`src/hdl/deq_pkg.sv`:
```
// types and codes shared by the double-ended queue controller and datapath
// no dependencies
package deq_pkg;

    typedef enum logic [2:0] {
        KIND_PUSH_FRONT = 3'd0,
        KIND_PUSH_BACK  = 3'd1,
        KIND_POP_FRONT  = 3'd2,
        KIND_POP_BACK   = 3'd3,
        KIND_PEEK       = 3'd4
    } t_kind;

    typedef enum logic [1:0] {
        ST_OK        = 2'd0,
        ST_POP_EMPTY = 2'd1,
        ST_PUSH_FULL = 2'd2
    } t_status;

    typedef enum logic [1:0] {
        S_IDLE,
        S_EXEC,
        S_PEEK,
        S_DONE
    } t_state;

    typedef struct packed {
        logic load;
        logic exec;
        logic peek;
        logic load_out;
    } t_dp_cmd;

    typedef struct packed {
        logic out_free;
    } t_dp_sts;

endpackage

```
`src/hdl/deq_ctrl.sv`:
```
// sequencing state machine for the double-ended queue
// depends on deq_pkg
module deq_ctrl (
    input  logic              i_clk,
    input  logic              i_rst_n,
    input  logic              i_valid,
    input  deq_pkg::t_dp_sts  i_sts,
    output logic              o_stall,
    output deq_pkg::t_dp_cmd  o_cmd
);
    import deq_pkg::*;

    t_state r_state;
    t_state n_state;

    always_ff @(posedge i_clk) begin
        if (!i_rst_n) begin
            r_state <= S_IDLE;
        end else begin
            r_state <= n_state;
        end
    end

    always_comb begin
        n_state = r_state;
        unique case (r_state)
            S_IDLE: begin
                if (i_valid) begin
                    n_state = S_EXEC;
                end
            end
            S_EXEC: n_state = S_PEEK;
            S_PEEK: n_state = S_DONE;
            S_DONE: begin
                if (i_sts.out_free) begin
                    n_state = S_IDLE;
                end
            end
            default: n_state = S_IDLE;
        endcase
    end

    always_comb begin
        o_stall = 1'b1;
        o_cmd   = '0;
        unique case (r_state)
            S_IDLE: begin
                o_stall    = 1'b0;
                o_cmd.load = i_valid;
            end
            S_EXEC: o_cmd.exec = 1'b1;
            S_PEEK: o_cmd.peek = 1'b1;
            S_DONE: o_cmd.load_out = i_sts.out_free;
            default: o_stall = 1'b1;
        endcase
    end

    a_one_cmd: assert property (@(posedge i_clk) disable iff (!i_rst_n)
        $onehot0({o_cmd.load, o_cmd.exec, o_cmd.peek, o_cmd.load_out}))
        else $error("more than one datapath command");

    a_exec_after_load: assert property (@(posedge i_clk) disable iff (!i_rst_n)
        o_cmd.load |=> o_cmd.exec ##1 o_cmd.peek)
        else $error("load not followed by exec and peek");

    a_no_accept_busy: assert property (@(posedge i_clk) disable iff (!i_rst_n)
        (o_cmd.exec || o_cmd.peek) |-> o_stall)
        else $error("input open while an item is in flight");

endmodule

```
`config.mk`:
```
export PLATFORM = sky130hd
export DESIGN_NAME = deq_ctrl
export DESIGN_NICKNAME = d
export VERILOG_FILES = /design/src/hdl/deq_pkg.sv /design/src/hdl/deq_ctrl.sv
export SDC_FILE = /design/constraint.sdc
export NUM_CORES = 1
export LEC_CHECK = 0
export BUFFER_PORTS_ARGS = -buffer_cell sky130_fd_sc_hd__buf_2
export CORE_AREA = 2 2 39 41
export DETAILED_ROUTE_END_ITERATION = 6
export DIE_AREA = 0 0 41 43
export MAX_ROUTING_LAYER = met4
export PLACE_DENSITY = 0.45
export SYNTH_ARGS = -nofsm -noshare
export SYNTH_HDL_FRONTEND = slang
export SYNTH_SLANG_ARGS = --single-unit
export TNS_END_PERCENT = 1
```
`constraint.sdc`:
```
create_clock -name i_clk -period 0.9 [get_ports i_clk]
set_input_delay 0.045 -clock i_clk [delete_from_list [all_inputs] [get_ports i_clk]]
set_output_delay 0.045 -clock i_clk [all_outputs]
set_load 0.02 [all_outputs]
```
==> flow_summary_export.csv, run 1 <==
group,metric,value,unit
clock_network,path_clk_slew,30,ps
final_layout,top_register,"r_state",
timing,worst_slack,-202,ps
floorplanning,start_util,13.0,%
setup_path,startpoint_type,"flip-flop",
timing,setup_violations,7,
logic_synthesis,synth.most_common_cell,"ha_1",
setup_path,critPathSlowestCell,"dfxtp_4",
setup_path,cp_max_fo,3,
detailed_routing,ant_nets,0,
final_layout,final_util,29.1,%
setup_path,arrival,1060,ps
timing,fin_crit,1100,ps
final_layout,nets,47,
setup_path,rr_worst_depth,5,
final_layout,seq_area,47.5,sq um
run,maxCapViolations,0,
final_layout,drive_above_1_share,77.8,%
detailed_routing,drtIter0Drc,0,
detailed_routing,vias,195,
floorplanning,num_rows,14,
clock_network,clock_latency,220,ps
status,status,"finished with violations",
logic_synthesis,async_flop_share,0,%
floorplanning,io_pins,9,
placement,pre_cts_ws,-154,ps
clock_network,numCtsBuffers,3,
detailed_routing,vias_per_cell,3.75,
status,violations,"setup timing",
logic_synthesis,yosys-top-cells-count,"ha_1, inv_1, nand2_1",
global_route,grt.overflow.total,0,
timing,fin_worst_hold_slack,93.3,ps
final_layout,syn_to_final_growth,124,%
floorplanning,die_h,43,um
final_layout,diodes,0,
pwr,swShare,39.5,%
logic_synthesis,ys_seq_area_share,22.2,%
timing,grt_setup_unrepaired,"true",
clock_network,clock-root-buffer,"clkbuf_4",
final_layout,final_cells,52,
logic_synthesis,avgSynthCellArea,9.01,sq um
floorplanning,core_area,0.00138,sq mm
timing,skew,0.683,ps
detailed_routing,drtPass1Iterations,1,
detailed_routing,wirelength,407,um
pwr,comb_power_share,71.5,%
pwr,p_int,879,uW
logic_synthesis,syn_inst,20,
setup_path,crit_chain,"buf_6 > ha_4 > buf_6 > buf_6",
clock_network,postCtsHoldBufs,0,
logic_synthesis,synth_area,180,sq um
clock_network,cts-htree-levels,1,
pwr,vdd_drop_max,0.748,mV
detailed_routing,drc_errors,0,
pwr,clkPwrFrac,13.9,%
clock_network,cts_tree,"done",
timing,fmax,0.907,GHz
pwr,powerDensity,3610,mW/mm^2
setup_path,cp.required,850,ps
logic_synthesis,ys_warn_count,0,
global_route,track_usage,6.26,%
final_layout,multi_input_comb_area,176,sq um
logic_synthesis,synth-edff-count,0,
pwr,p_sw,573,uW
setup_path,crit_type,"flip-flop to output port",
detailed_routing,wl_per_cell,7.83,um
final_layout,fill_cells,147,
logic_synthesis,synth_top_area_share,34.7,%
floorplanning,die_x,41,um
setup_path,crit_top_cell,"buf_6",
placement,place_congestion,0.667,
timing,slew_headroom,88.8,%
logic_synthesis,ys.flop_type,"dfxtp_1",
logic_synthesis,syn-num-nets,29,
pwr,p_total,1.45,mW
final_layout,largest_register_ffs,2,
pwr,seq_power_share,14.6,%
global_route,grt_pass1_vias,180,
clock_network,cts_max_path_buffers,2,
timing,drv_slew,0,
global_route,grt_pass1_wl,655,um
global_route,grt_max_degree,5,
pwr,p_leak,0.174,nW
timing,hold_violations,0,
logic_synthesis,synth.area.top_cells,"ha_1, dfxtp_1, mux2i_1, inv_1, o22ai_2",
timing,worst_slew_pin_slew,168,ps
floorplanning,die_area,0.00176,sq mm
worst_hold_path,hold_class,"primary input to flip-flop",
logic_synthesis,synth.distinct_cells,9,
setup_path,endpoint_kind,"output port",
timing,timing.final.crit_share,122,%
placement,io_buffers,8,
final_layout,reg_top3,"r_state x2",
placement,placedCellCount,47,
placement,dp.final_hpwl,308,um
logic_synthesis,ys_seq_elements,2,
logic_synthesis,synth_top_cell_by_area,"ha_1",
global_route,antenna_found_initial,0,
setup_path,max_stage_delay,340,ps
worst_hold_path,worstHoldPathCells,3,
clock_network,clkSinkCount,2,
## layout make-up
| class | count | area share, % |
|---|---|---|
| multi-input cells | 14 | 43.8 |
| repair buffers | 13 | 28.9 |
| flip-flops and latches | 2 | 11.8 |
| clock buffers | 3 | 5.59 |
| inverters | 4 | 4.97 |
| well taps | 16 | 4.97 |
## layout by cell type (no fill, tap or decap)
master / synthesis / layout
o21ai_1: 0 / 1
inv_4: 0 / 2
inv_1: 4 / 1
mux2i_1: 2 / 2
o22ai_4: 0 / 1
and2_4: 0 / 2
ha_2: 0 / 1
inv_2: 0 / 1
buf_4: 0 / 3
buf_2: 0 / 3
ha_1: 5 / 1
ha_4: 0 / 3
buf_6: 0 / 7
clkbuf_4: 0 / 3
nand2_1: 3 / 3
dfxtp_4: 0 / 2
## power groups by stage
stage               Sequential [mW]  Clock [mW]  Combinational (mW)
floorplan                     0.184           0               0.506
global placement              0.193           0               0.726
detailed placement            0.192           0               0.728
CTS                           0.204       0.213                1.04
global route                  0.223       0.225                1.13
finish                        0.212       0.202                1.04
## critical path: cells and delay by family, from the launching register on
family | cells | cell delay, ps
DFF | 1 | 340
buffers and inverters | 3 | 340
adders and majority gates | 1 | 150
## layer usage
layer  vias up  routed length [um]  GRT usage (%)
li1         95                   -              -
met1        90                 149           6.05
met2        10                 217           8.44
met3         0                  41           6.28
met4         0                   0           2.00
met5         -                   0              -
## metrics by stage
stage	area (sq um)	TNS, ps
after detailed placement	290	-322
after CTS	399	-1200
after floorplan	208	-156
final	403	-1080
after global placement	290	-312
after global routing	403	-1390
## logic make-up (layout without fill, tap and decap cells)
kind of cell               count (synthesis)  count (layout)  share of synthesized area, %
adders and majority gates                  5               5                          34.7
buffers and inverters                      4              20                          8.33
AOI/OAI and AO/OA                          2               2                          9.72
muxes                                      2               2                          11.1
and+or+nand+nor                            5               5                          13.9
DFF                                        2               2                          22.2
## what timing repair did
item | 4_1_cts | 5_1_grt
hold endpoints to repair | 0 | 0
pin swaps | 3 | 2
setup endpoints to repair | 7 | 7
buffers inserted | 2 | 0
gates resized for setup | 20 | 2
## final timing paths
kind                                  from         end  slack (ps)
worst max-delay path            r_state[1]    o_cmd[1]        -200
worst min-delay path               i_rst_n  r_state[1]          90
worst max register to register  r_state[0]  r_state[0]        -130
worst min register to register  r_state[1]  r_state[1]         600
(Power assumes the default switching activity.)
==> run 2: changes to the inputs <==
- PLACE_DENSITY: 0.45 -> 0.44
- clock period: 0.9 -> 1.1 ns (I/O delays scaled with it)
==> run 2 against run 1 <==
Compared with the run above:
- the flow now finishes without violations
- worst hold slack improved by 19 ps
- via count decreased by 7.7%
- wire length decreased by 14%
- sequential share of layout area increased by 1.3 points
- die area unchanged
- critical path depth unchanged
- final cell count decreased by 1.9%
- combinational power decreased by 42%
- count of clock-buffer cells in the layout unchanged
- critical path type unchanged
==> flow_summary_export.csv, run 2 (same netlist as run 1, synthesis figures left out) <==
group,metric,value,unit
timing,worst_slew_pin_slew,200,ps
placement,place_congestion,0.644,
placement,dpl-instance-area,255,sq um
clock_network,clock_latency,220,ps
final_layout,drive_above_1_share,71.4,%
final_layout,final_util,23.5,%
setup_path,endpoint_kind,"output port",
clock_network,cts-htree-levels,1,
placement,io_buffers,8,
setup_path,crit_type,"flip-flop to output port",
detailed_routing,wl_per_cell,6.90,um
final_layout,final_cell_area,325,sq um
global_route,top_usage_layer,"met2",
final_layout,mostFrequentLayoutCells,"buf_2, buf_4",
clock_network,numCtsBuffers,3,
clock_network,clkSinkCount,2,
final_layout,largest_register_ffs,2,
placement,dp.final_hpwl,313,um
final_layout,nets,46,
global_route,grtUsageMet2,6.88,%
pwr,vdd_drop_max,0.642,mV
pwr,p_total,909,uW
setup_path,arrival,1020,ps
detailed_routing,wirelength,352,um
floorplanning,start_util,13.0,%
setup_path,path_delay_family,"flip-flops",
clock_network,path_clk_slew,30,ps
timing,fin_crit,1080,ps
floorplanning,die_h,43,um
setup_path,max_stage_delay,340,ps
global_route,grt_pass1_vias,165,
final_layout,top_register,"r_state",
timing,drv_slew,0,
floorplanning,die_area,0.00176,sq mm
floorplanning,num_rows,14,
clock_network,cts_max_path_buffers,2,
floorplanning,io_pins,9,
run,maxCapViolations,0,
setup_path,cp_max_fo,3,
setup_path,critPathSlowestCell,"dfxtp_2",
setup_path,crit_chain,"inv_2 > ha_4 > and2_4 > buf_6",
detailed_routing,ant_nets,0,
timing,slew_headroom,86.7,%
clock_network,clock-root-buffer,"clkbuf_4",
detailed_routing,vias_per_cell,3.53,
worst_hold_path,hold_class,"primary input to flip-flop",
final_layout,final_common_cell,"buf_2",
timing,skew,1.18,ps
setup_path,cp.required,1040,ps
pwr,p_leak,0.161,nW
clock_network,postCtsHoldBufs,0,
final_layout,syn_to_final_growth,80.6,%
global_route,track_usage,4.62,%
global_route,grtUsageMet1,4.47,%
detailed_routing,vias,180,
final_layout,fill_cells,156,
final_layout,reg_top3,"r_state x2",
timing,fmax,0.927,GHz
clock_network,cts_tree,"done",
detailed_routing,drtPass1Iterations,1,
detailed_routing,drtIter0Drc,0,
setup_path,startpoint_type,"flip-flop",
setup_path,r2r_slack,80,ps
global_route,grt.overflow.total,0,
global_route,grt_pass1_wl,531,um
timing,grt_setup_unrepaired,"true",
floorplanning,die_x,41,um
timing,timing.final.crit_share,98.1,%
setup_path,crit_buf_inv,2,
detailed_routing,drc_errors,0,
global_route,antenna_found_initial,0,
timing,setup_violations,0,
global_route,gr-usage-met3,3.14,%
timing,tns,0,ps
floorplanning,core_area,0.00138,sq mm
status,status,"complete, no violations",
timing,hold_violations,0,
global_route,grt_max_degree,5,
final_layout,diodes,0,
timing,fin_worst_hold_slack,113,ps
pwr,powerDensity,2790,mW/mm^2
==> run 2: cell types whose count changed in the layout (fill, tap and decap cells not counted), sizes merged <==
cell / before / now
buf: 13 / 12
==> run 2: area by class of cell <==
cell class              count  area (sq um)  area share (%)
multi-input cells          14           143            43.8
repair buffers             12          82.6            25.4
flip-flops and latches      2          42.5            13.1
clock buffers               3          22.5            6.92
well taps                  16          20.0            6.15
inverters                   4          15.0            4.62
==> run 2: power by group <==
group / switching (mW) / leakage [nW] / internal, mW
Combinational: 0.301 / 0.130 / 0.299
Clock: 0.0381 / 0.0138 / 0.120
Sequential: 0.0339 / 0.0172 / 0.116
==> run 2: worst paths after layout <==
check                                start         end  depth (start not counted)
worst min-delay path               i_rst_n  r_state[1]                          3
worst max-delay path            r_state[1]    o_cmd[3]                          4
worst max register to register  r_state[0]  r_state[0]                          5
worst min register to register  r_state[0]  r_state[0]                          3
==> run 2: metal layers <==
| metal | vias up | wire, um |
|---|---|---|
| met5 | - | 0 |
| met2 | 7 | 158 |
| met4 | 0 | 0 |
| li1 | 95 | - |
| met3 | 0 | 36 |
| met1 | 78 | 158 |
==> run 2: timing repair <==
| item | 4_1_cts | 5_1_grt |
|---|---|---|
| resized for setup | 11 | 2 |
| setup buffers | 2 | 0 |
| pin swaps | 0 | 2 |
| endpoints found under the setup margin | 3 | 4 |
==> run 2: worst reg2reg max path, stage by stage (launching register included) <==
cell and delay (ps):
dfxtp_2 340, inv_2 60, buf_4 120, ha_1 180, o21ai_1 130, mux2i_1 80
==> run 2: per-stage QoR <==
step | std cells | setup WS, ps
after CTS | 51 | -2.24
after detailed placement | 46 | 11.3
final | 51 | 20.7
after global routing | 51 | -15.1
after global placement | 46 | 41.0
after floorplan | 20 | 25.9
